## config.mk

```make
export PLATFORM = sky130hd
export DESIGN_NAME = pwq_front
export DESIGN_NICKNAME = d
export VERILOG_FILES = /design/src/rtl/pwq_pkg.sv /design/src/rtl/pwq_front.sv
export SDC_FILE = /design/constraint.sdc
export NUM_CORES = 2
export LEC_CHECK = 0
export ABC_AREA = 1
export ABC_CLOCK_PERIOD_IN_PS = 11650
export BUFFER_PORTS_ARGS = -buffer_cell sky130_fd_sc_hd__buf_4
export CAP_MARGIN = 10
export CORE_UTILIZATION = 63
export CTS_CLUSTER_SIZE = 30
export DETAILED_ROUTE_END_ITERATION = 12
export GPL_TIMING_DRIVEN = 0
export PLACE_DENSITY = 0.84
export SKIP_CTS_REPAIR_TIMING = 1
export SLEW_MARGIN = 0
export SYNTH_ARGS = -nofsm -noshare
export SYNTH_HDL_FRONTEND = slang
export SYNTH_SLANG_ARGS = --single-unit
```

## constraint.sdc

```tcl
create_clock -name clk -period 11.65 [get_ports clk]
set_clock_uncertainty 0.15 [all_clocks]
set_input_delay 0.5825 -clock clk [delete_from_list [all_inputs] [get_ports clk]]
set_output_delay 0.5825 -clock clk [all_outputs]
set_load 0.05 [all_outputs]
```

## src/rtl/pwq_pkg.sv

```systemverilog
// ----------------------------------------------------------------------------
// pwq_pkg
// Shared types, register indexes and CORDIC constants for the wide polyline
// quad expansion block.
// ----------------------------------------------------------------------------
package pwq_pkg;

  // one input transaction
  typedef struct packed {
    logic signed [31:0] point_x;
    logic signed [31:0] point_y;
    logic               line_start;
  } in_item_t;

  // one result transaction
  typedef struct packed {
    logic signed [31:0] vertex_x;
    logic signed [31:0] vertex_z;
    logic               last_vertex;
  } out_item_t;

  // segment endpoints in world coordinates, Q16.16
  typedef struct packed {
    logic signed [31:0] x1;
    logic signed [31:0] z1;
    logic signed [31:0] x2;
    logic signed [31:0] z2;
  } seg_t;

  // configuration register file
  typedef struct packed {
    logic signed [31:0] origin_x;
    logic signed [31:0] origin_y;
    logic [23:0]        scale_factor;
  } cfg_t;

  localparam int CFG_IDX_W  = 2;
  localparam int CFG_DATA_W = 32;

  localparam logic [CFG_IDX_W-1:0] REG_ORIGIN_X     = 2'd0;
  localparam logic [CFG_IDX_W-1:0] REG_ORIGIN_Y     = 2'd1;
  localparam logic [CFG_IDX_W-1:0] REG_SCALE_FACTOR = 2'd2;

  localparam logic [23:0] SCALE_RESET = 24'd65536;

  localparam int QUEUE_DEPTH = 2;

  localparam int HALF_WIDTH_MUL = 5;
  localparam int MAX_STEPS      = 32;

  // CORDIC gain compensation and unit length, Q2.30
  localparam logic signed [59:0] CORDIC_GAIN_Q30 = 60'sd652032874;
  localparam logic signed [59:0] ONE_Q30         = 60'sd1073741824;

  // arctangent of 2^-i in binary angle units (2^32 = full turn)
  function automatic logic [31:0] atan_lut(input logic [4:0] idx);
    logic [31:0] val;
    case (idx)
      5'd0:  val = 32'd536870912;
      5'd1:  val = 32'd316933406;
      5'd2:  val = 32'd167458907;
      5'd3:  val = 32'd85004756;
      5'd4:  val = 32'd42667331;
      5'd5:  val = 32'd21354465;
      5'd6:  val = 32'd10679838;
      5'd7:  val = 32'd5340245;
      5'd8:  val = 32'd2670163;
      5'd9:  val = 32'd1335087;
      5'd10: val = 32'd667544;
      5'd11: val = 32'd333772;
      5'd12: val = 32'd166886;
      5'd13: val = 32'd83443;
      5'd14: val = 32'd41722;
      5'd15: val = 32'd20861;
      5'd16: val = 32'd10430;
      5'd17: val = 32'd5215;
      5'd18: val = 32'd2608;
      5'd19: val = 32'd1304;
      5'd20: val = 32'd652;
      5'd21: val = 32'd326;
      5'd22: val = 32'd163;
      5'd23: val = 32'd81;
      5'd24: val = 32'd41;
      5'd25: val = 32'd20;
      5'd26: val = 32'd10;
      5'd27: val = 32'd5;
      5'd28: val = 32'd3;
      5'd29: val = 32'd1;
      5'd30: val = 32'd1;
      default: val = 32'd0;
    endcase
    return val;
  endfunction

endpackage

```

## src/rtl/pwq_front.sv

```systemverilog
// ----------------------------------------------------------------------------
// pwq_front
// Accepts points, maps them to world coordinates on one shared multiplier,
// keeps the previous point and queues a segment for every continuing point.
// ----------------------------------------------------------------------------
module pwq_front (
  input  logic              clk,
  input  logic              rst,
  input  logic              in_valid,
  output logic              in_ready,
  input  pwq_pkg::in_item_t in_data,
  input  pwq_pkg::cfg_t     cfg,
  output logic              push_valid,
  input  logic              push_ready,
  output pwq_pkg::seg_t     push_data
);

  typedef enum logic [1:0] {
    F_IDLE,
    F_MAPX,
    F_MAPZ,
    F_PUSH
  } fstate_t;

  fstate_t            state;
  pwq_pkg::in_item_t  item;
  logic signed [31:0] x2;
  logic signed [31:0] z2;
  logic signed [31:0] prev_x;
  logic signed [31:0] prev_z;
  logic               have_prev;

  logic signed [32:0] diff;
  logic signed [24:0] scale_s;
  logic signed [57:0] prod;
  logic signed [57:0] shifted;
  logic signed [31:0] mapped;
  logic               emit;

  // map x for the first multiply, z for the second
  always_comb begin
    if (state == F_MAPX) begin
      diff = {item.point_x[31], item.point_x} - {cfg.origin_x[31], cfg.origin_x};
    end else begin
      diff = {cfg.origin_y[31], cfg.origin_y} - {item.point_y[31], item.point_y};
    end
  end

  assign scale_s = $signed({1'b0, cfg.scale_factor});
  assign prod    = diff * scale_s;
  assign shifted = (prod + 58'sd128) >>> 8;

  always_comb begin
    if (shifted[57:31] == {27{shifted[57]}}) begin
      mapped = shifted[31:0];
    end else if (shifted[57]) begin
      mapped = 32'sh8000_0000;
    end else begin
      mapped = 32'sh7fff_ffff;
    end
  end

  assign emit       = !item.line_start && have_prev;
  assign in_ready   = (state == F_IDLE);
  assign push_valid = (state == F_PUSH) && emit;
  assign push_data  = '{x1: prev_x, z1: prev_z, x2: x2, z2: z2};

  always_ff @(posedge clk) begin
    if (rst) begin
      state     <= F_IDLE;
      have_prev <= 1'b0;
      prev_x    <= '0;
      prev_z    <= '0;
    end else begin
      case (state)
        F_IDLE: begin
          if (in_valid) begin
            item  <= in_data;
            state <= F_MAPX;
          end
        end
        F_MAPX: begin
          x2    <= mapped;
          state <= F_MAPZ;
        end
        F_MAPZ: begin
          z2    <= mapped;
          state <= F_PUSH;
        end
        F_PUSH: begin
          // hold a pending segment until the queue has room, then advance the previous point
          if (!emit || push_ready) begin
            prev_x    <= x2;
            prev_z    <= z2;
            have_prev <= 1'b1;
            state     <= F_IDLE;
          end
        end
        default: state <= F_IDLE;
      endcase
    end
  end

endmodule

```

==> flow_summary.yaml <==
synth:
  ys.flop_type: "edfxtp_1"
  ys_ff_latch: 196
  synth-edff-count: 129
  syn_area_um2: 40800
  syn-num-nets: 6375
  async_flop_share_pct: 0
  ys_warn_count: 0
  netlist-cell-type-count: 50
  synthDominantCellAreaShare_pct: 38.8
  yosysSeqAreaShare_pct: 12.8
  postSynthAreaPerCell_um2: 7.88
  yosys-top-cells-area: "fa_1, inv_1, edfxtp_1"
  syn-instance-count: 5172
  synth_top_area_cell: "fa_1"
global_routing:
  grt_overflow: 0
  antenna_found_initial: 4
  grt_pass1_wl_mm: 211
  grt_max_degree: 36
  grt_pass1_vias: 36900
  grt_usage_pct: 43.3
detailed_routing:
  ant_nets: 0
  post-route-drc-count: 0
  via_per_inst: 5.75
  dr.first_iter.drc_count: 3857
  avgRoutedWirePerCell_um: 21.9
  drtPass1Iterations: 6
  vias: 36400
  wl_mm: 138
critical_path:
  critical_path_peak_fanout: 11
  worstSetupPathType: "reg -> reg"
  critPathSlowestCell: "fa_1"
  crit_top_cell: "nand2_1"
  regToRegEndpoint: "x2[11]"
  worstPathRequired_ps: 11730
  arrival_ps: 11510
  endpoint_kind: "register"
  rr_startpoint: "item[35]"
  slowest_delay_ps: 730
  rrSetupSlack_ps: 210
  cp-start-kind: "register"
  rr_worst_depth: 45
sta:
  fmax_mhz: 87.4
  setup_viol: 0
  min_period_over_period_pct: 98.2
  tightest_slew_ps: 1320
  rsz0062_at_grt: "false"
  slew_viol_final: 0
  finalCriticalPeriod_ps: 11440
  slew_headroom_pct: 12.3
  hold_viol: 0
placement:
  gp_congestion: 1.07
  placed_area_um2: 44000
  dp_hpwl_mm: 116
  port_buffers: 276
clock_network:
  clock_latency_ps: 510
  clock_path_buffers: 2
  cts_root_buffer: "clkbuf_16"
  h-tree-depth: 4
  cts_buffers: 17
  cts_tree: "yes"
  clkSlewWorstSetupHoldPaths_ps: 110
  clock_sinks: 196
die:
  num_rows: 92
  dieArea_um2: 65800
  coreArea_um2: 63500
  ios: 287
  dieHeight_um: 256
  dieWidth_um: 256
  initial_core_util_pct: 64.2
worst_hold_path:
  holdPathStages: 1
  worst_hold_path_type: "in -> reg"
  hp-start: "in_data[20]"
  whs_endpoint: "item[20]"
finish:
  fin_nets: 6677
  syn2layout_area_growth_pct: 9.75
  drive_gt1_share_pct: 7.75
  fin_area_um2: 44800
outcome:
  outcome: "completed"
job:
  max_cap_violations: 0
==> sequential cells by signal, indices dropped and copies added, names as in the netlist <==
register / flops
item: 65
z2: 32
x2: 32
prev_x: 32
prev_z: 32
have_prev: 1
state: 2
==> through the flow <==
step	cells	util (%)	hold slack (ps)	setup WS, ps	setup TNS [ps]
after floorplan	5172	-	289	2060	0
after global placement	6294	69.1	304	81.1	0
after detailed placement	6297	69.2	321	-50.8	-845
after CTS	6329	70.2	79.8	90.3	0
after global routing	6333	70.4	93.3	44.3	0
final	6336	70.4	94.9	212	0
==> critical path: cells and delay by family (launching register included) <==
family / cells / cell delay, ps
fa+ha+maj: 9 / 4490
simple gates: 21 / 3000
compound gates: 6 / 1760
buf+inv: 9 / 1320
flops: 1 / 410
==> layout by cell type, fill, tap and decap left out, types with 8 or more instances in the layout <==
cell and n:
a21o_1 13, o21bai_1 18, xnor2_1 32, a21oi_1 161
inv_2 13, fa_1 787, nor3_1 22, nor2_4 8
xor2_1 66, nand2_1 952, edfxtp_1 129, buf_4 288
inv_1 1255, dfxtp_1 67, nor2_1 732, nand4_1 44
o21ai_0 149, clkinv_1 13, clkbuf_1 131, buf_2 15
clkbuf_16 17, nand3_1 183, ha_1 256, nand2_2 23
==> logic make-up (layout without fill, tap and decap cells) <==
logic type / Yosys count / count (layout) / share of synthesized area, %
other: 0 / 3 / 0
XOR/XNOR: 98 / 98 / 2.10
buffers and inverters: 1454 / 1769 / 13.6
adder cells (fa/ha/maj): 1046 / 1046 / 46.6
AO/OA/AOI/OAI: 379 / 379 / 5.05
flip-flops: 196 / 196 / 12.8
AND/OR/NAND/NOR: 1999 / 1999 / 19.8
==> cell usage after synthesis, drive strengths merged, types with 5 or more instances <==
master / number
a31oi: 5
xnor2: 32
clkinv: 14
fa: 790
nand3: 189
edfxtp: 129
nor4: 7
dfxtp: 67
xor2: 66
a21o: 13
nor3: 24
buf: 30
nand2: 978
o21bai: 19
clkbuf: 140
nand4: 44
nor2: 743
ha: 256
o21ai: 158
inv: 1270
a21oi: 166
==> how the worst max path moves through the flow <==
stage,start,endpoint,slack (ps),cells after the start
floorplan,cfg[24],x2[10],2060,50
global placement,cfg[24],x2[25],80,48
detailed placement,cfg[24],z2[11],-50,53
CTS,state[1],x2[11],90,42
global route,item[3],x2[25],40,48
finish,item[35],x2[11],210,45
==> metal layers <==
metal | track usage, % | routed length, um | vias to the layer above
met4 | 27.0 | 10300 | 0
li1 | - | - | 15900
met3 | 12.0 | 17600 | 589
met5 | 0 | 0 | -
met2 | 66.4 | 60900 | 2417
met1 | 54.5 | 49800 | 17500
==> area by class of cell <==
cell class | instances | area [um2]
clock buffers | 17 | 425
multi-input cells | 3522 | 30100
inverters | 1284 | 4830
plain buffers | 165 | 703
diodes | 3 | 7.51
flip-flops and latches | 196 | 5220
clock inverters | 15 | 224
repair buffers | 288 | 2200
well taps | 846 | 1060
fillers | 5222 | 18800
Power is left out: the tool's default activity adds up to more than one toggle a clock period on the data nets, which glitch-free logic cannot reach.
