**config.mk**
```make
export PLATFORM = sky130hd
export DESIGN_NAME = pwq_back
export DESIGN_NICKNAME = d
export VERILOG_FILES = /design/src/rtl/pwq_pkg.sv /design/src/rtl/pwq_back.sv
export SDC_FILE = /design/constraint.sdc
export NUM_CORES = 2
export LEC_CHECK = 0
export BUFFER_PORTS_ARGS = -buffer_cell sky130_fd_sc_hd__buf_2
export CAP_MARGIN = 10
export CORE_ASPECT_RATIO = 1.25
export CORE_UTILIZATION = 48
export DETAILED_ROUTE_END_ITERATION = 8
export PLACE_DENSITY = 0.77
export SLEW_MARGIN = 20
export SYNTH_ARGS = -nofsm -noshare
export SYNTH_HDL_FRONTEND = slang
export SYNTH_SLANG_ARGS = --single-unit
export TNS_END_PERCENT = 50
```
**constraint.sdc**
```tcl
create_clock -name clk -period 13.8 [get_ports clk]
set_input_delay 2.07 -clock clk [delete_from_list [all_inputs] [get_ports clk]]
set_output_delay 2.07 -clock clk [all_outputs]
set_load 0.02 [all_outputs]
```
**src/rtl/pwq_pkg.sv**
```systemverilog
// ----------------------------------------------------------------------------
// pwq_pkg
// Shared types, register indexes and CORDIC constants for the wide polyline
// quad expansion block.
// ----------------------------------------------------------------------------
package pwq_pkg;

  // one input transaction
  typedef struct packed {
    logic signed [31:0] point_x;
    logic signed [31:0] point_y;
    logic               line_start;
  } in_item_t;

  // one result transaction
  typedef struct packed {
    logic signed [31:0] vertex_x;
    logic signed [31:0] vertex_z;
    logic               last_vertex;
  } out_item_t;

  // segment endpoints in world coordinates, Q16.16
  typedef struct packed {
    logic signed [31:0] x1;
    logic signed [31:0] z1;
    logic signed [31:0] x2;
    logic signed [31:0] z2;
  } seg_t;

  // configuration register file
  typedef struct packed {
    logic signed [31:0] origin_x;
    logic signed [31:0] origin_y;
    logic [23:0]        scale_factor;
  } cfg_t;

  localparam int CFG_IDX_W  = 2;
  localparam int CFG_DATA_W = 32;

  localparam logic [CFG_IDX_W-1:0] REG_ORIGIN_X     = 2'd0;
  localparam logic [CFG_IDX_W-1:0] REG_ORIGIN_Y     = 2'd1;
  localparam logic [CFG_IDX_W-1:0] REG_SCALE_FACTOR = 2'd2;

  localparam logic [23:0] SCALE_RESET = 24'd65536;

  localparam int QUEUE_DEPTH = 2;

  localparam int HALF_WIDTH_MUL = 5;
  localparam int MAX_STEPS      = 32;

  // CORDIC gain compensation and unit length, Q2.30
  localparam logic signed [59:0] CORDIC_GAIN_Q30 = 60'sd652032874;
  localparam logic signed [59:0] ONE_Q30         = 60'sd1073741824;

  // arctangent of 2^-i in binary angle units (2^32 = full turn)
  function automatic logic [31:0] atan_lut(input logic [4:0] idx);
    logic [31:0] val;
    case (idx)
      5'd0:  val = 32'd536870912;
      5'd1:  val = 32'd316933406;
      5'd2:  val = 32'd167458907;
      5'd3:  val = 32'd85004756;
      5'd4:  val = 32'd42667331;
      5'd5:  val = 32'd21354465;
      5'd6:  val = 32'd10679838;
      5'd7:  val = 32'd5340245;
      5'd8:  val = 32'd2670163;
      5'd9:  val = 32'd1335087;
      5'd10: val = 32'd667544;
      5'd11: val = 32'd333772;
      5'd12: val = 32'd166886;
      5'd13: val = 32'd83443;
      5'd14: val = 32'd41722;
      5'd15: val = 32'd20861;
      5'd16: val = 32'd10430;
      5'd17: val = 32'd5215;
      5'd18: val = 32'd2608;
      5'd19: val = 32'd1304;
      5'd20: val = 32'd652;
      5'd21: val = 32'd326;
      5'd22: val = 32'd163;
      5'd23: val = 32'd81;
      5'd24: val = 32'd41;
      5'd25: val = 32'd20;
      5'd26: val = 32'd10;
      5'd27: val = 32'd5;
      5'd28: val = 32'd3;
      5'd29: val = 32'd1;
      5'd30: val = 32'd1;
      default: val = 32'd0;
    endcase
    return val;
  endfunction

endpackage

```
**src/rtl/pwq_back.sv**
```systemverilog
// ----------------------------------------------------------------------------
// pwq_back
// Takes one segment at a time: CORDIC vectoring for its direction, CORDIC
// rotation for cos and sin, half-width offsets, then six quad vertices.
// ----------------------------------------------------------------------------
module pwq_back #(
  parameter int CORDIC_STEPS = 16
) (
  input  logic               clk,
  input  logic               rst,
  input  logic               pop_valid,
  output logic               pop_ready,
  input  pwq_pkg::seg_t      seg_in,
  input  logic [23:0]        scale_factor,
  output logic               out_valid,
  input  logic               out_ready,
  output pwq_pkg::out_item_t out_data
);

  localparam int NSTEP = (CORDIC_STEPS > pwq_pkg::MAX_STEPS) ? pwq_pkg::MAX_STEPS
                                                              : CORDIC_STEPS;
  localparam int SW = $clog2(NSTEP);
  localparam logic [SW-1:0] LAST_STEP = SW'(NSTEP - 1);
  localparam logic [2:0]    LAST_VTX  = 3'd5;

  typedef enum logic [2:0] {
    B_IDLE,
    B_VEC,
    B_PREP,
    B_ROT,
    B_MULC,
    B_MULS,
    B_EMIT
  } bstate_t;

  bstate_t            state;
  pwq_pkg::seg_t      seg;
  logic signed [59:0] cx;
  logic signed [59:0] cy;
  logic signed [33:0] cz;
  logic [SW-1:0]      step;
  logic               flip;
  logic signed [33:0] xoff;
  logic signed [33:0] yoff;
  logic [2:0]         vtx;

  // segment load
  logic signed [32:0] dx;
  logic signed [32:0] dz;
  logic signed [59:0] vx0;
  logic signed [59:0] vz0;

  // CORDIC step
  logic               ccw;
  logic signed [59:0] xs;
  logic signed [59:0] ys;
  logic signed [33:0] tab;

  // rotation quadrant fold
  logic signed [33:0] ang;

  // offset multiply
  logic [26:0]        half_w;
  logic signed [32:0] trig;
  logic signed [60:0] oprod;
  logic signed [60:0] orounded;

  // vertex build
  logic               use_p2;
  logic               neg_side;
  logic signed [34:0] vsum_x;
  logic signed [34:0] vsum_z;

  function automatic logic signed [31:0] sat35(input logic signed [34:0] v);
    logic signed [31:0] r;
    if (v[34:31] == {4{v[34]}}) begin
      r = v[31:0];
    end else if (v[34]) begin
      r = 32'sh8000_0000;
    end else begin
      r = 32'sh7fff_ffff;
    end
    return r;
  endfunction

  assign dx  = {seg_in.x2[31], seg_in.x2} - {seg_in.x1[31], seg_in.x1};
  assign dz  = {seg_in.z2[31], seg_in.z2} - {seg_in.z1[31], seg_in.z1};
  assign vx0 = {{3{dx[32]}}, dx, 24'd0};
  assign vz0 = {{3{dz[32]}}, dz, 24'd0};

  // vectoring drives y to zero, rotation drives the angle to zero
  assign ccw = (state == B_ROT) ? !cz[33] : cy[59];
  assign xs  = cx >>> step;
  assign ys  = cy >>> step;
  assign tab = $signed({2'b00, pwq_pkg::atan_lut(5'(step))});

  assign ang = {{2{cz[31]}}, cz[31:0]};

  assign half_w   = 27'(scale_factor) * 27'(pwq_pkg::HALF_WIDTH_MUL);
  assign trig     = flip ? -((state == B_MULC) ? cx[32:0] : cy[32:0])
                         :  ((state == B_MULC) ? cx[32:0] : cy[32:0]);
  assign oprod    = trig * $signed({1'b0, half_w});
  assign orounded = (oprod + 61'sd536870912) >>> 30;

  // order v1,v2,v3,v1,v3,v4
  assign use_p2   = (vtx == 3'd1) || (vtx == 3'd2) || (vtx == 3'd4);
  assign neg_side = (vtx == 3'd2) || (vtx == 3'd4) || (vtx == 3'd5);
  assign vsum_x = 35'(use_p2 ? seg.x2 : seg.x1)
                + (neg_side ? 35'(yoff) : -35'(yoff));
  assign vsum_z = 35'(use_p2 ? seg.z2 : seg.z1)
                + (neg_side ? -35'(xoff) : 35'(xoff));

  assign pop_ready = (state == B_IDLE);

  always_ff @(posedge clk) begin
    if (rst) begin
      state     <= B_IDLE;
      out_valid <= 1'b0;
    end else begin
      // the emit state refills the output register itself
      if (out_valid && out_ready && state != B_EMIT) begin
        out_valid <= 1'b0;
      end
      case (state)
        B_IDLE: begin
          if (pop_valid) begin
            seg  <= seg_in;
            step <= '0;
            flip <= 1'b0;
            if (dx == '0 && dz == '0) begin
              // zero-length segment: angle 0 exactly
              cx    <= pwq_pkg::ONE_Q30;
              cy    <= '0;
              state <= B_MULC;
            end else if (dx[32]) begin
              cx    <= -vx0;
              cy    <= -vz0;
              cz    <= 34'sh0_8000_0000;
              state <= B_VEC;
            end else begin
              cx    <= vx0;
              cy    <= vz0;
              cz    <= '0;
              state <= B_VEC;
            end
          end
        end
        B_VEC, B_ROT: begin
          cx <= ccw ? cx - ys : cx + ys;
          cy <= ccw ? cy + xs : cy - xs;
          cz <= ccw ? cz - tab : cz + tab;
          if (step == LAST_STEP) begin
            step  <= '0;
            state <= (state == B_VEC) ? B_PREP : B_MULC;
          end else begin
            step <= step + 1'b1;
          end
        end
        B_PREP: begin
          // fold the angle into the right half plane
          if (ang > 34'sh0_4000_0000) begin
            cz   <= ang - 34'sh0_8000_0000;
            flip <= 1'b1;
          end else if (ang < -34'sh0_4000_0000) begin
            cz   <= ang + 34'sh0_8000_0000;
            flip <= 1'b1;
          end else begin
            cz   <= ang;
            flip <= 1'b0;
          end
          cx    <= pwq_pkg::CORDIC_GAIN_Q30;
          cy    <= '0;
          state <= B_ROT;
        end
        B_MULC: begin
          xoff  <= orounded[33:0];
          state <= B_MULS;
        end
        B_MULS: begin
          yoff  <= orounded[33:0];
          vtx   <= '0;
          state <= B_EMIT;
        end
        B_EMIT: begin
          if (!out_valid || out_ready) begin
            out_valid            <= 1'b1;
            out_data.vertex_x    <= sat35(vsum_x);
            out_data.vertex_z    <= sat35(vsum_z);
            out_data.last_vertex <= (vtx == LAST_VTX);
            if (vtx == LAST_VTX) begin
              state <= B_IDLE;
            end else begin
              vtx <= vtx + 1'b1;
            end
          end
        end
        default: state <= B_IDLE;
      endcase
    end
  end

`ifndef SYNTH
  a_hold_while_stalled: assert property (@(posedge clk) disable iff (rst)
    (out_valid && !out_ready) |=> (out_valid && $stable(out_data)))
    else $error("vertex changed while stalled");

  a_no_pop_busy: assert property (@(posedge clk) disable iff (rst)
    (state != B_IDLE) |-> !pop_ready)
    else $error("segment taken while busy");

  a_emit_once: assert property (@(posedge clk) disable iff (rst)
    (state == B_EMIT && vtx == LAST_VTX && (!out_valid || out_ready)) |=>
      (state == B_IDLE && out_data.last_vertex))
    else $error("last vertex did not close the segment");
`endif

endmodule

```
==> qor.yml <==
run_status:
  outcome: "finished clean"
setup_path:
  cp_max_fo: 9
  worstReg2RegStart: "state[2]$_SDFFE_PP0P_"
  path_common_cell: "fa_1"
  r2r_cells: 33
  end_kind: "register"
  critPathArrivalTime_ns: 13.32
  critical_path_class: "input pin to register"
  rr_endpoint: "xoff[28]$_DFFE_PP_"
  slowest_delay_ns: 0.62
  slowest_stage: "nor2_1"
  start_kind: "input pin"
  worstPathRequired_ns: 14.21
  r2r_setup_slack_ns: 1.29
timing:
  finalSetupTns_ns: 0
  skew_ns: 0.0706
  fmax_mhz: 77.4
  slew_violations: 0
  tightest_slew_ns: 1.27
  rsz0062_at_grt: "no"
  period_minus_slack_ns: 12.92
  fin_crit_sh_pct: 93.6
  relSlewSlack_pct: 14.5
  setup_viol: 0
  hold_viol_final: 0
logic_synthesis:
  synth-async-reset-ratio_pct: 0
  synth_edf_count: 417
  synth_ff_type: "edfxtp_1"
  ys_warn_count: 0
  yosys_register_bits: 451
  post_synth.cell_area_avg_um2: 9.05
  ys_seq_area_share_pct: 17.0
  synthCells: 8568
  ys_types: 103
  synth_nets: 10200
  netlist_area_mm2: 0.0776
cts:
  cts_resized: 0
  htree_levels: 2
  cts_buffers: 55
  cts_buffer_depth: 3
  post_cts_buffers: 0
  clkTransAtPathRegs_ns: 0.07
  clk_latency_ns: 0.70
  cts_sinks: 451
  cts.root.buffer_cell: "clkbuf_16"
  cts_hold_buf: 0
  cts_tree: "yes"
floorplan:
  fp-row-count: 164
  die_w_um: 362
  core_mm2: 0.160
  start_util_pct: 48.5
  die_y_um: 451
  dieArea_mm2: 0.163
  pin_count: 223
drt:
  drt.antenna.violating_nets: 0
  via_per_inst: 6.15
  vias: 66100
  totalWireLength_um: 252000
  dr.pass1.iters: 8
  wl_per_cell_um: 23.4
  drcViolationCount: 0
  detail_route.iter0.violations: 6358
worst_hold_path:
  holdPathEnd: "vtx[0]$_SDFFCE_PN0P_"
  hp-class: "register to register"
  whs_path_depth: 1
  min-delay-start: "vtx[0]$_SDFFCE_PN0P_"
layout:
  drive_above_1_share_pct: 9.87
  area_growth_pct: 7.40
  nFillCells: 14400
  nNetsFinal: 10300
  stdcell_count: 10700
place:
  post-dp-hpwl_um: 203000
  portBuffers: 222
  place_congestion: 1.02
  dp_cells: 10600
run:
  cap_violations: 0
grt:
  antenna_found_initial: 8
  grt_pass1_vias: 67300
  grt_pass1_wl_um: 386000
  overflow: 0
  grt_max_degree: 141
  grt_util_all_layers_pct: 30.5
-- registers in the layout, summed over array words and instances, names as in the netlist --
register,flops
out_data,65
xoff,31
cx,60
vtx,3
seg,128
cz,34
cy,60
tab,30
step,4
flip,1
yoff,31
state,3
out_valid,1
-- kinds of logic after synthesis --
group	share of synthesized area (%)
AO/OA/AOI/OAI	13.7
XOR/XNOR	6.88
adder cells (fa/ha/maj)	33.1
buffers and inverters	7.29
flip-flops	17.0
multiplexers	7.19
AND/OR/NAND/NOR	14.8
-- cell type report --
type	instances	area, um^2	share of cell area (%)
tap	2075	2600	3.12
clock inverter	34	325	0.391
sequential	451	13200	15.8
multi-input combinational	6645	59300	71.1
timing repair buffer	376	2300	2.77
antenna	4	10.0	0.0120
inverter	1097	4120	4.94
clock buffer	67	1490	1.79
-- cell usage after synthesis, types with 20 or more instances --
cell type / count / share of area (%)
a211oi_1: 32 / 0.31
a21o_1: 227 / 2.2
a21oi_1: 473 / 3.1
a31oi_1: 97 / 0.78
and2_1: 114 / 0.92
and3_1: 57 / 0.46
buf_1: 34 / 0.16
buf_2: 32 / 0.21
clkbuf_1: 296 / 1.4
dfxtp_1: 34 / 0.88
edfxtp_1: 417 / 16
fa_1: 927 / 24
ha_1: 570 / 9.2
inv_1: 1095 / 5.3
mux2_2: 106 / 1.5
mux2i_1: 102 / 1.3
mux4_2: 143 / 4.2
nand2_1: 1043 / 5.0
nand2b_1: 86 / 0.69
nand3_1: 151 / 0.97
nand4_1: 61 / 0.49
nor2_1: 580 / 2.8
nor2b_1: 54 / 0.44
nor3_1: 170 / 1.1
nor4_1: 32 / 0.26
o2111ai_1: 20 / 0.23
o211ai_1: 41 / 0.40
o21a_1: 55 / 0.53
o21ai_0: 354 / 2.3
o21bai_1: 48 / 0.46
o22ai_1: 63 / 0.51
o31ai_1: 44 / 0.43
or2_2: 33 / 0.27
or3_1: 37 / 0.30
xnor2_1: 336 / 3.8
xor2_1: 270 / 3.0
-- cell usage in the layout, fill, tap and decap left out, types with 33 or more instances in the layout --
master / instances
nor2b_1: 53
or2_2: 33
xor2_1: 255
o21bai_1: 48
a31oi_1: 97
mux2i_1: 102
o22ai_1: 63
buf_2: 222
edfxtp_1: 417
mux4_2: 143
buf_4: 149
xnor2_1: 308
inv_1: 1094
mux2_2: 106
o211ai_1: 41
ha_1: 570
nand2b_1: 85
nor2_1: 576
o21ai_0: 353
o21a_1: 54
and2_1: 114
a21oi_1: 470
nor3_1: 169
or3_1: 37
nand4_1: 61
a21o_1: 227
fa_1: 927
o31ai_1: 43
clkbuf_16: 57
nand3_1: 151
nand2_1: 1042
and3_1: 57
dfxtp_1: 34
-- through the flow --
stage               hold slack [ns]  setup WS [ns]  area [um^2]  utilization (%)
floorplan                     0.590           1.02        77600                -
global placement              0.617          0.453        81400             50.9
detailed placement            0.625          0.316        81400             50.9
CTS                           0.643          0.968        83200             52.0
global route                  0.673          0.364        83300             52.0
finish                        0.648          0.881        83300             52.0
-- per-layer routing --
metal | track usage [%] | part of all wire [%]
met1 | 35.9 | 36
met4 | 18.8 | 7.3
met5 | 0 | 0.0075
met2 | 50.8 | 47
met3 | 6.62 | 9.3
-- worst max path at each step --
stage	slack (ns)	endpoint	start
after floorplan	1.02	flip$_SDFFCE_PN0P_	rst
after global placement	0.45	xoff[28]$_DFFE_PP_	scale_factor[2]
after detailed placement	0.32	xoff[28]$_DFFE_PP_	scale_factor[2]
after CTS	0.97	xoff[28]$_DFFE_PP_	scale_factor[2]
after global routing	0.36	xoff[22]$_DFFE_PP_	scale_factor[2]
final	0.88	xoff[22]$_DFFE_PP_	scale_factor[2]
-- worst max-delay path: cells and delay by family --
kind | cells | cell delay [ns]
simple gates | 5 | 1.56
buf+inv | 3 | 0.36
fa+ha+maj | 11 | 5.01
xor+xnor | 1 | 0.10
compound gates | 16 | 4.22
Power is not shown: default switching activity piles up to over one toggle a cycle in this logic, so the estimate is an artifact.
