<file path="config.mk">
export PLATFORM = sky130hd
export DESIGN_NAME = pwq_fifo
export DESIGN_NICKNAME = d
export VERILOG_FILES = /design/src/rtl/pwq_pkg.sv /design/src/rtl/pwq_fifo.sv
export SDC_FILE = /design/constraint.sdc
export NUM_CORES = 1
export LEC_CHECK = 0
export ABC_AREA = 1
export BUFFER_PORTS_ARGS = -buffer_cell sky130_fd_sc_hd__buf_2
export CAP_MARGIN = 20
export CORE_MARGIN = 2
export CORE_UTILIZATION = 52
export DETAILED_ROUTE_END_ITERATION = 10
export HOLD_SLACK_MARGIN = 0.05
export PLACE_DENSITY = 0.86
export SLEW_MARGIN = 20
export SYNTH_ARGS = -nofsm -noshare
export SYNTH_HDL_FRONTEND = slang
export SYNTH_SLANG_ARGS = --single-unit
</file>
<file path="constraint.sdc">
create_clock -name clk -period 9.1 [get_ports clk]
set_input_delay 1.82 -clock clk [delete_from_list [all_inputs] [get_ports clk]]
set_output_delay 1.82 -clock clk [all_outputs]
set_load 0.01 [all_outputs]
</file>
<file path="src/rtl/pwq_pkg.sv">
// ----------------------------------------------------------------------------
// pwq_pkg
// Shared types, register indexes and CORDIC constants for the wide polyline
// quad expansion block.
// ----------------------------------------------------------------------------
package pwq_pkg;

  // one input transaction
  typedef struct packed {
    logic signed [31:0] point_x;
    logic signed [31:0] point_y;
    logic               line_start;
  } in_item_t;

  // one result transaction
  typedef struct packed {
    logic signed [31:0] vertex_x;
    logic signed [31:0] vertex_z;
    logic               last_vertex;
  } out_item_t;

  // segment endpoints in world coordinates, Q16.16
  typedef struct packed {
    logic signed [31:0] x1;
    logic signed [31:0] z1;
    logic signed [31:0] x2;
    logic signed [31:0] z2;
  } seg_t;

  // configuration register file
  typedef struct packed {
    logic signed [31:0] origin_x;
    logic signed [31:0] origin_y;
    logic [23:0]        scale_factor;
  } cfg_t;

  localparam int CFG_IDX_W  = 2;
  localparam int CFG_DATA_W = 32;

  localparam logic [CFG_IDX_W-1:0] REG_ORIGIN_X     = 2'd0;
  localparam logic [CFG_IDX_W-1:0] REG_ORIGIN_Y     = 2'd1;
  localparam logic [CFG_IDX_W-1:0] REG_SCALE_FACTOR = 2'd2;

  localparam logic [23:0] SCALE_RESET = 24'd65536;

  localparam int QUEUE_DEPTH = 2;

  localparam int HALF_WIDTH_MUL = 5;
  localparam int MAX_STEPS      = 32;

  // CORDIC gain compensation and unit length, Q2.30
  localparam logic signed [59:0] CORDIC_GAIN_Q30 = 60'sd652032874;
  localparam logic signed [59:0] ONE_Q30         = 60'sd1073741824;

  // arctangent of 2^-i in binary angle units (2^32 = full turn)
  function automatic logic [31:0] atan_lut(input logic [4:0] idx);
    logic [31:0] val;
    case (idx)
      5'd0:  val = 32'd536870912;
      5'd1:  val = 32'd316933406;
      5'd2:  val = 32'd167458907;
      5'd3:  val = 32'd85004756;
      5'd4:  val = 32'd42667331;
      5'd5:  val = 32'd21354465;
      5'd6:  val = 32'd10679838;
      5'd7:  val = 32'd5340245;
      5'd8:  val = 32'd2670163;
      5'd9:  val = 32'd1335087;
      5'd10: val = 32'd667544;
      5'd11: val = 32'd333772;
      5'd12: val = 32'd166886;
      5'd13: val = 32'd83443;
      5'd14: val = 32'd41722;
      5'd15: val = 32'd20861;
      5'd16: val = 32'd10430;
      5'd17: val = 32'd5215;
      5'd18: val = 32'd2608;
      5'd19: val = 32'd1304;
      5'd20: val = 32'd652;
      5'd21: val = 32'd326;
      5'd22: val = 32'd163;
      5'd23: val = 32'd81;
      5'd24: val = 32'd41;
      5'd25: val = 32'd20;
      5'd26: val = 32'd10;
      5'd27: val = 32'd5;
      5'd28: val = 32'd3;
      5'd29: val = 32'd1;
      5'd30: val = 32'd1;
      default: val = 32'd0;
    endcase
    return val;
  endfunction

endpackage

</file>
<file path="src/rtl/pwq_fifo.sv">
// ----------------------------------------------------------------------------
// pwq_fifo
// Short segment queue between the front and the back.
// ----------------------------------------------------------------------------
module pwq_fifo (
  input  logic          clk,
  input  logic          rst,
  input  logic          push_valid,
  output logic          push_ready,
  input  pwq_pkg::seg_t push_data,
  output logic          pop_valid,
  input  logic          pop_ready,
  output pwq_pkg::seg_t pop_data
);

  localparam int DEPTH = pwq_pkg::QUEUE_DEPTH;
  localparam int PW    = (DEPTH > 1) ? $clog2(DEPTH) : 1;
  localparam int CW    = $clog2(DEPTH + 1);
  localparam logic [PW-1:0] LAST_PTR = PW'(DEPTH - 1);
  localparam logic [CW-1:0] FULL_CNT = CW'(DEPTH);

  pwq_pkg::seg_t  mem [DEPTH];
  logic [PW-1:0]  wr_ptr;
  logic [PW-1:0]  rd_ptr;
  logic [CW-1:0]  count;
  logic           push;
  logic           pop;

  assign push_ready = (count != FULL_CNT);
  assign pop_valid  = (count != '0);
  assign pop_data   = mem[rd_ptr];
  assign push       = push_valid && push_ready;
  assign pop        = pop_valid && pop_ready;

  always_ff @(posedge clk) begin
    if (push) begin
      mem[wr_ptr] <= push_data;
    end
  end

  always_ff @(posedge clk) begin
    if (rst) begin
      wr_ptr <= '0;
      rd_ptr <= '0;
      count  <= '0;
    end else begin
      if (push) begin
        wr_ptr <= (wr_ptr == LAST_PTR) ? '0 : wr_ptr + 1'b1;
      end
      if (pop) begin
        rd_ptr <= (rd_ptr == LAST_PTR) ? '0 : rd_ptr + 1'b1;
      end
      if (push && !pop) begin
        count <= count + 1'b1;
      end else if (pop && !push) begin
        count <= count - 1'b1;
      end
    end
  end

`ifndef SYNTH
  a_count_bound: assert property (@(posedge clk) disable iff (rst)
    count <= FULL_CNT)
    else $error("queue count beyond depth");

  a_push_tracks: assert property (@(posedge clk) disable iff (rst)
    (push && !pop) |=> (count == $past(count) + 1'b1))
    else $error("queue count did not follow a push");

  a_pop_tracks: assert property (@(posedge clk) disable iff (rst)
    (pop && !push) |=> (count == $past(count) - 1'b1))
    else $error("queue count did not follow a pop");
`endif

endmodule

</file>
==> results of run 1 <==
==> cells in the final DEF (no fill, tap or decap), drive strengths merged <==
master / synthesis / routed
nand4: 1 / 1
clkinvlp: 0 / 2
o21ai: 2 / 2
buf: 6 / 266
nor2: 7 / 7
a21oi: 2 / 2
nand2: 9 / 9
inv: 8 / 9
clkbuf: 8 / 27
edfxtp: 256 / 256
clkinv: 0 / 13
dfxtp: 5 / 5
bufinv: 0 / 5
ha: 1 / 1
nand3: 2 / 2
mux2: 128 / 128
==> final timing paths <==
check	slack, ns	start	endpoint	cells after the start
setup reg to reg	6.36	count[0]	mem[1][123]	6
hold / removal	0.50	rd_ptr	register	2
hold reg to reg	0.50	rd_ptr	register	2
setup / recovery	4.48	register	pop_data[21]	3
==> sequential cells by signal (all words and copies together) (netlist names), named ones only <==
register,flops
count,2
mem,256
rd_ptr,1
wr_ptr,1
==> cells in the mapped netlist <==
master	n
clkbuf_8	8
nand3_1	2
nand2_1	9
buf_6	6
a21oi_1	2
nand4_1	1
mux2_2	128
nor2_1	7
o21ai_0	2
edfxtp_1	256
dfxtp_1	5
inv_1	8
ha_1	1
==> routing by layer <==
metal  up-vias  routed length [um]  GRT usage [%]
met4         0                 455           5.48
met1      2408                6510           20.0
met2       213                9800           33.8
met5         -                   0              0
li1       2271                   -              -
met3        39                1470           5.57
==> critical path: cells and delay by family, from the launching register on <==
family	cells	cell delay, ns
buffers and inverters	2	0.97
DFF	1	0.78
muxes	1	0.43
==> final cells by class <==
| cell class | instances | area, um2 |
|---|---|---|
| Fill cell | 1182 | 6040 |
| Multi-Input combinational cell | 152 | 1570 |
| Tap cell | 229 | 287 |
| Clock inverter | 21 | 235 |
| Clock buffer | 27 | 676 |
| Inverter | 8 | 30.0 |
| Timing Repair Buffer | 266 | 1340 |
| Sequential cell | 261 | 7790 |
==> logic make-up after synthesis <==
group / synth area share [%]
AO/OA/AOI/OAI: 0.210
adder cells (fa/ha/maj): 0.131
buffers and inverters: 2.18
flip-flops: 81.6
multiplexers: 15.1
AND/OR/NAND/NOR: 0.800
==> power by group <==
part           switching, mW  leakage, nW  internal (mW)
clock                  0.427        0.445          0.681
sequential            0.0626         2.43           1.52
combinational          0.374         1.61          0.309
==> through the flow <==
stage	util, %	instance area [um2]	setup WS [ns]	hold WS, ns	std cells
floorplan	-	9550	1.25	0.465	435
global placement	61.3	11000	5.01	0.483	916
detailed placement	61.3	11000	4.96	0.493	916
CTS	66.4	11900	4.39	0.496	964
global route	66.4	11900	4.29	0.576	964
finish	66.4	11900	4.48	0.501	964
==> flow_summary_export.csv, run 1 <==
group,metric,value,unit
floorplan,die-width,139,um
sta,fmax,216,MHz
yosys,ys_warn_count,0,
drt,vias,4931,
drt,routed_wl,18.2,mm
setup_path,critPathMaxStageDelay,0.83,ns
clocking,cts_root_buf,"clkbuf_16",
grt,grt_overflow,0,
placement,port_buffers,261,
drt,wire_per_inst,18.9,um
clocking,ctsLongestPathBuffers,3,
drt,ant_nets,0,
drt,drc,0,
setup_path,path_max_fanout,77,
clocking,path_clk_slew,0.06,ns
yosys,synth.cell_area,0.00955,mm2
placement,gp_congestion,0.794,
power,ir_drop,224,uV
clocking,cts_setup_buffers,0,
setup_path,critPathKind,"reg2out",
yosys,seq_area_frac_synth,81.6,%
drt,first_pass_iters,4,
final_layout,syn2layout_area_growth,25.0,%
drt,via_per_inst,5.12,
floorplan,core,0.0180,mm2
sta,finalCritPeriodShare,50.8,%
grt,grt_pass1_wl,28.0,mm
clocking,cts_tree,"built",
grt,grt_max_degree,78,
yosys,synth_area_leaders,"edfxtp_1, mux2_2, clkbuf_8",
outcome,status,"complete, no violations",
floorplan,fp.dieH,139,um
floorplan,ioPinCount,262,
sta,drv_slew,0,
power,p_leak,4.49,nW
job,maxCapViolCount,0,
sta,hold_viol,0,
clocking,cts_hold_buf,0,
yosys,syn_avg_cell_area,21.9,um2
yosys,synth-seq-cells,261,
setup_path,start_kind,"register",
yosys,syn_inst,435,
worst_hold_path,min_path_type,"reg2reg",
clocking,h-tree-depth,1,
clocking,cts_sinks,261,
setup_path,arrival,2.80,ns
yosys,yosysUniqueCellTypes,13,
sta,setup_viol,0,
grt,first_global_vias,5442,
placement,dp_hpwl,12.4,mm
clocking,cts_resized,0,
sta,period_needed,4.62,ns
yosys,synth.top_cell.area_share,80.5,%
clocking,cts_made_buffers,26,
power,p_per_area,283,mW/mm2
setup_path,cp_data_required_time,7.28,ns
floorplan,start_util,53.1,%
setup_path,end_kind,"output pin",
sta,max_slew_margin,34.1,%
sta,worst_pin_slew,0.988,ns
sta,finalSetupTns,0,ns
yosys,synth_top_cell_by_area,"edfxtp_1",
sta,fin_skew,0.00537,ns
floorplan,dieArea,0.0195,mm2
sta,rsz0062_at_grt,"false",
clocking,clock_latency,0.51,ns
yosys,syn_nets,568,
final_layout,drive_gt1_share,59.7,%
floorplan,rows,49,
setup_path,crit_chain,"buf_4 -> mux2_2 -> buf_2",
final_layout,antennaDiodeCount,0,
power,power,3.38,mW
grt,grt_usage,18.2,%
drt,drt-initial-drc-count,240,
setup_path,cp_slowest_cell,"buf_4",
grt,antenna_found_initial,1,
final_layout,nets,848,
Power figures use the tool's default switching activity.
==> run 2, diff against run 1 <==
--- a/config.mk
+++ b/config.mk
@@ -5,14 +5,14 @@
 export SDC_FILE = /design/constraint.sdc
 export NUM_CORES = 1
 export LEC_CHECK = 0
-export ABC_AREA = 1
+export ABC_AREA = 0
 export BUFFER_PORTS_ARGS = -buffer_cell sky130_fd_sc_hd__buf_2
 export CAP_MARGIN = 20
 export CORE_MARGIN = 2
-export CORE_UTILIZATION = 52
+export CORE_UTILIZATION = 47
 export DETAILED_ROUTE_END_ITERATION = 10
 export HOLD_SLACK_MARGIN = 0.05
-export PLACE_DENSITY = 0.86
+export PLACE_DENSITY = 0.83
 export SLEW_MARGIN = 20
 export SYNTH_ARGS = -nofsm -noshare
 export SYNTH_HDL_FRONTEND = slang
==> constraint.sdc (replaced) <==
create_clock -name clk -period 4.15 [get_ports clk]
set_input_delay 0.83 -clock clk [delete_from_list [all_inputs] [get_ports clk]]
set_output_delay 0.83 -clock clk [all_outputs]
set_load 0.01 [all_outputs]
==> run 2 against run 1 <==
Against the previous run: worst hold slack lost 0.00064 ns; critical path depth unchanged; final cell count is 3.1% higher; sequential cell count unchanged; count of clock-buffer cells in the layout up 5.
==> flow_summary_export.csv, run 2 <==
group,metric,value,unit
setup_path,arrival,2.19,ns
grt,grt_usage,15.7,%
setup_path,start_kind,"register",
yosys,synth-seq-cells,261,
sta,hold_viol,0,
clocking,h-tree-depth,1,
drt,first_pass_iters,4,
placement,dp_hpwl,11.2,mm
yosys,syn_inst,422,
clocking,cts_root_buf,"clkbuf_16",
grt,first_global_vias,5132,
floorplan,rows,52,
clocking,cts_setup_buffers,0,
setup_path,cp_slowest_cell,"dfxtp_4",
setup_path,path_depth,3,
setup_path,path_buf_inv,2,
yosys,synthFlopType,"edfxtp_1",
floorplan,start_util,47.4,%
final_layout,syn2layout_area_growth,25.8,%
setup_path,path_max_fanout,41,
setup_path,reg2reg_slack,1.91,ns
yosys,seq_area_frac_synth,82.0,%
sta,fin_skew,0.00585,ns
worst_hold_path,min_path_type,"in2reg",
worst_hold_path,hold_start,"push_data[40]",
yosys,syn_avg_cell_area,22.5,um2
clocking,ctsLongestPathBuffers,3,
drt,routed_wl,17.3,mm
sta,finalSetupTns,0,ns
setup_path,regToRegStartpoint,"count[0]",
setup_path,r2r-end,"mem[0][94]",
final_layout,largest_register_ffs,256,
setup_path,critPathKind,"reg2out",
yosys,ys_warn_count,0,
setup_path,critPathMaxStageDelay,0.56,ns
grt,met1_usage,18.8,%
setup_path,end_kind,"output pin",
clocking,path_clk_slew,0.06,ns
setup_path,setup.worst_path.end,"pop_data[108]",
sta,max_slew_margin,53.6,%
grt,gr-usage-met3,4.63,%
grt,grt_overflow,0,
final_layout,final_common_cell,"buf_2",
setup_path,crit_chain,"buf_4 -> mux2_2 -> buf_2",
sta,setup_viol,0,
placement,port_buffers,261,
sta,period_needed,3.02,ns
clocking,cts_tree,"built",
sta,drv_slew,0,
yosys,synthArstFlopShare,0,%
yosys,synth_edf_count,256,
sta,fmax,331,MHz
power,p_leak,4.45,nW
grt,antenna_found_initial,3,
clocking,cts_sinks,261,
floorplan,ioPinCount,262,
setup_path,rr_worst_depth,4,
clocking,clock_latency,0.51,ns
sta,worst_pin_slew,0.696,ns
drt,via_per_inst,4.89,
yosys,synth.cell_area,0.00950,mm2
final_layout,drive_gt1_share,60.9,%
floorplan,core,0.0200,mm2
setup_path,cp_data_required_time,3.32,ns
job,maxCapViolCount,0,
drt,ant_nets,0,
sta,rsz0062_at_grt,"false",
placement,gp_congestion,0.741,
yosys,syn_nets,555,
sta,finalCritPeriodShare,72.8,%
clocking,cts_hold_buf,0,
drt,drc,0,
yosys,synth_area_leaders,"edfxtp_1, mux2_2, buf_6",
floorplan,dieArea,0.0214,mm2
drt,wire_per_inst,17.4,um
grt,grt_max_degree,65,
yosys,synth.top_cell.area_share,80.9,%
final_layout,top_register,"mem",
floorplan,fp.dieH,146,um
grt,grt.busiest_layer,"met2",
yosys,synth.most_common_cell,"edfxtp_1",
clocking,cts_resized,0,
setup_path,critical-path-top-delay-family,"buffers and inverters",
final_layout,layout_common_cells,"buf_2, edfxtp_1, mux2_2",
final_layout,nets,839,
grt,grt_pass1_wl,26.4,mm
power,p_per_area,618,mW/mm2
grt,met2_usage,27.1,%
yosys,synth_top_cell_by_area,"edfxtp_1",
final_layout,largestRegisters,"mem (256), count (2)",
drt,vias,4861,
sta,whs,0.500,ns
clocking,cts_made_buffers,27,
outcome,status,"complete, no violations",
drt,drt-initial-drc-count,183,
yosys,yosysUniqueCellTypes,19,
yosys,synth_common_cells,"edfxtp_1, mux2_2, buf_6",
power,ir_drop,353,uV
floorplan,die-width,146,um
run 2: stage by stage:
stage	util (%)	worst slack, ns	cells	power (mW)	cell area, um2
4_1_cts	59.6	1.10	993	7.47	11900
5_1_grt	59.6	1.02	994	7.68	11900
3_3_place_gp	55.3	1.63	947	5.08	11100
2_1_floorplan	-	0.263	422	4.55	9500
3_5_place_dp	55.3	1.60	947	5.12	11100
6_report	59.6	1.13	994	7.38	11900
run 2: worst min path at each step:
stage | to | cells past startpoint
after floorplan | count[1] | 2
after global placement | rd_ptr | 2
after detailed placement | rd_ptr | 2
after CTS | mem[0][85] | 1
after global routing | mem[1][20] | 1
final | mem[0][40] | 1
run 2: layer usage:
layer / vias up / share of wire [%] / wire length, um
li1: 2251 / - / -
met1: 2353 / 39 / 6770
met2: 207 / 50 / 8560
met3: 46 / 7.7 / 1320
met4: 4 / 3.4 / 594
met5: - / 0.14 / 25
run 2: layout make-up:
| class | count | area, um2 |
|---|---|---|
| fillers | 1491 | 8090 |
| flip-flops and latches | 261 | 7790 |
| multi-input cells | 146 | 1570 |
| repair buffers | 269 | 1380 |
| clock buffers | 32 | 694 |
| well taps | 270 | 338 |
| clock inverters | 14 | 170 |
| inverters | 1 | 6.26 |
| diodes | 1 | 2.50 |
run 2: worst register-to-register path, stage by stage (launching register included):
cell and delay, ns:
dfxtp_1 0.40, nand2b_1 0.22, nand3b_1 0.18, inv_4 0.54
buf_4 0.53
run 2: report_power, final:
part / internal (mW) / switching [mW] / total (mW)
clock network: 1.43 / 0.902 / 2.33
logic: 0.771 / 0.873 / 1.64
registers: 3.29 / 0.107 / 3.40
run 2: kinds of logic (layout without fill, tap and decap cells):
| kind of cell | count (synthesis) | after routing | synth area share, % |
|---|---|---|---|
| DFF | 261 | 261 | 82.0 |
| AOI/OAI and AO/OA | 5 | 5 | 0.316 |
| adders and majority gates | 1 | 1 | 0.132 |
| xor gates and xnor gates | 3 | 3 | 0.277 |
| buffers and inverters | 15 | 316 | 1.59 |
| and+or+nand+nor | 9 | 9 | 0.527 |
| muxes | 128 | 128 | 15.2 |
| other | 0 | 1 | 0 |
==> run 3, diff against run 2 <==
==> constraint.sdc (replaced) <==
create_clock -name clk -period 2.5 [get_ports clk]
set_input_delay 0.5 -clock clk [delete_from_list [all_inputs] [get_ports clk]]
set_output_delay 0.5 -clock clk [all_outputs]
set_load 0.01 [all_outputs]
==> run 3 against run 2 <==
Against the previous run: sequential power rose by 65%; critical path type unchanged; final cell count up 0.10%; sequential share of layout area fell by 0.21 points; critical path depth unchanged; register-to-register slack lost 1.0 ns.
==> flow_summary_export.csv, run 3 (synthesized netlist as in run 2, its figures left out) <==
group,metric,value,unit
floorplan,rows,52,
grt,grt_usage,15.4,%
clocking,cts_tree,"built",
outcome,status,"complete, no violations",
final_layout,layout_common_cells,"buf_2, edfxtp_1, mux2_2",
sta,period_needed,2.30,ns
clocking,h-tree-depth,1,
final_layout,largest_register_ffs,256,
clocking,cts_hold_buf,0,
clocking,cts_root_buf,"clkbuf_16",
sta,hold_viol,0,
clocking,cts_made_buffers,27,
floorplan,die-width,146,um
clocking,cts_setup_buffers,0,
placement,placed_cells,945,
power,p_per_area,1020,mW/mm2
drt,routed_wl,17.1,mm
final_layout,nets,837,
sta,setup_ws,0.195,ns
worst_hold_path,holdPathStages,1,
setup_path,arrival,1.80,ns
floorplan,ioPinCount,262,
sta,fin_skew,0.00577,ns
floorplan,core,0.0200,mm2
setup_path,path_max_fanout,69,
worst_hold_path,min_path_type,"in2reg",
clocking,cts_sinks,261,
sta,finalCritPeriodShare,92.2,%
placement,dp_hpwl,11.2,mm
sta,worst_pin_slew,0.439,ns
worst_hold_path,hold_start,"push_data[9]",
final_layout,final_cells,995,
drt,drt-initial-drc-count,243,
floorplan,start_util,47.4,%
sta,fmax,434,MHz
clocking,clock_latency,0.51,ns
final_layout,final_common_cell,"buf_2",
drt,ant_nets,0,
drt,wire_per_inst,17.2,um
placement,port_buffers,261,
setup_path,end_kind,"output pin",
setup_path,reg2reg_slack,0.91,ns
clocking,path_clk_slew,0.06,ns
sta,drv_slew,0,
final_layout,top_register,"mem",
final_layout,fin_util,59.8,%
final_layout,drive_gt1_share,60.4,%
final_layout,fillers,1493,
setup_path,cp_data_required_time,2.00,ns
setup_path,critPathKind,"reg2out",
worst_hold_path,hold_end,"mem[1][9]",
setup_path,start_kind,"register",
setup_path,r2r-end,"mem[0][0]",
setup_path,regToRegStartpoint,"count[0]",
clocking,cts_resized,0,
sta,rsz0062_at_grt,"false",
setup_path,rr_worst_depth,4,
floorplan,dieArea,0.0214,mm2
grt,grt_pass1_wl,26.2,mm
grt,antenna_found_initial,2,
placement,gp_congestion,0.745,
drt,first_pass_iters,4,
final_layout,syn2layout_area_growth,26.2,%
sta,max_slew_margin,70.7,%
power,p_leak,4.44,nW
clocking,ctsLongestPathBuffers,3,
job,maxCapViolCount,0,
drt,vias,4847,
power,ir_drop,787,uV
drt,drc,0,
floorplan,fp.dieH,146,um
grt,grt_max_degree,75,
drt,via_per_inst,4.87,
final_layout,largestRegisters,"mem (256), count (2)",
grt,grt_overflow,0,
placement,dp_slack,0.729,ns
sta,setup_viol,0,
grt,first_global_vias,4975,
-- run 3: cell types whose count changed in the layout (fill, tap and decap cells not counted), sizes merged --
cell,delta
buf,-2
bufinv,-2
clkbuf,+9
clkinv,-5
clkinvlp,+2
inv,-1
-- run 3: power by group --
part	switching [mW]	internal [mW]
Clock	1.47	2.28
Combinational	1.50	1.33
Sequential	0.135	5.47
Total	3.10	9.08
-- run 3: worst max-delay path, cell delays in order (launching register included) --
cell and delay [ns]:
dfxtp_4 0.37, buf_12 0.30, mux2_2 0.40, buf_2 0.14
-- run 3: stage by stage --
step                      hold slack (ns)  setup TNS (ns)  instance area, um2  total power [mW]
after CTS                           0.154               0               12000              12.3
after floorplan                     0.472          -61.50                9510              7.55
final                               0.182               0               12000              12.2
after global placement              0.486               0               11100              8.48
after detailed placement            0.517               0               11100              8.55
after global routing                0.156               0               12000              12.7
-- run 3: worst max path at each step --
stage / depth (start not counted) / end / slack, ns
6_report: 3 / pop_data[4] / 0.20
5_1_grt: 3 / pop_data[24] / 0.13
4_1_cts: 3 / pop_data[24] / 0.18
3_5_place_dp: 3 / pop_data[24] / 0.73
3_3_place_gp: 3 / pop_data[24] / 0.74
2_1_floorplan: 3 / mem[0][0] / -0.42
-- run 3: area by class of cell --
cell class,instances,area (um2),share of cell area (%)
diodes,1,2.50,0.0209
clock buffers,41,758,6.33
clock inverters,8,88.8,0.741
inverters,1,7.51,0.0626
multi-input cells,146,1570,13.1
flip-flops and latches,261,7790,65.0
well taps,270,338,2.82
repair buffers,267,1430,11.9
-- run 3: layer usage --
layer / up-vias / track usage, % / share of wire [%]
met2: 190 / 27.1 / 52
met5: - / 0 / 0.076
met1: 2371 / 18.3 / 38
li1: 2248 / - / -
met3: 36 / 4.59 / 7.8
met4: 2 / 4.81 / 2.6
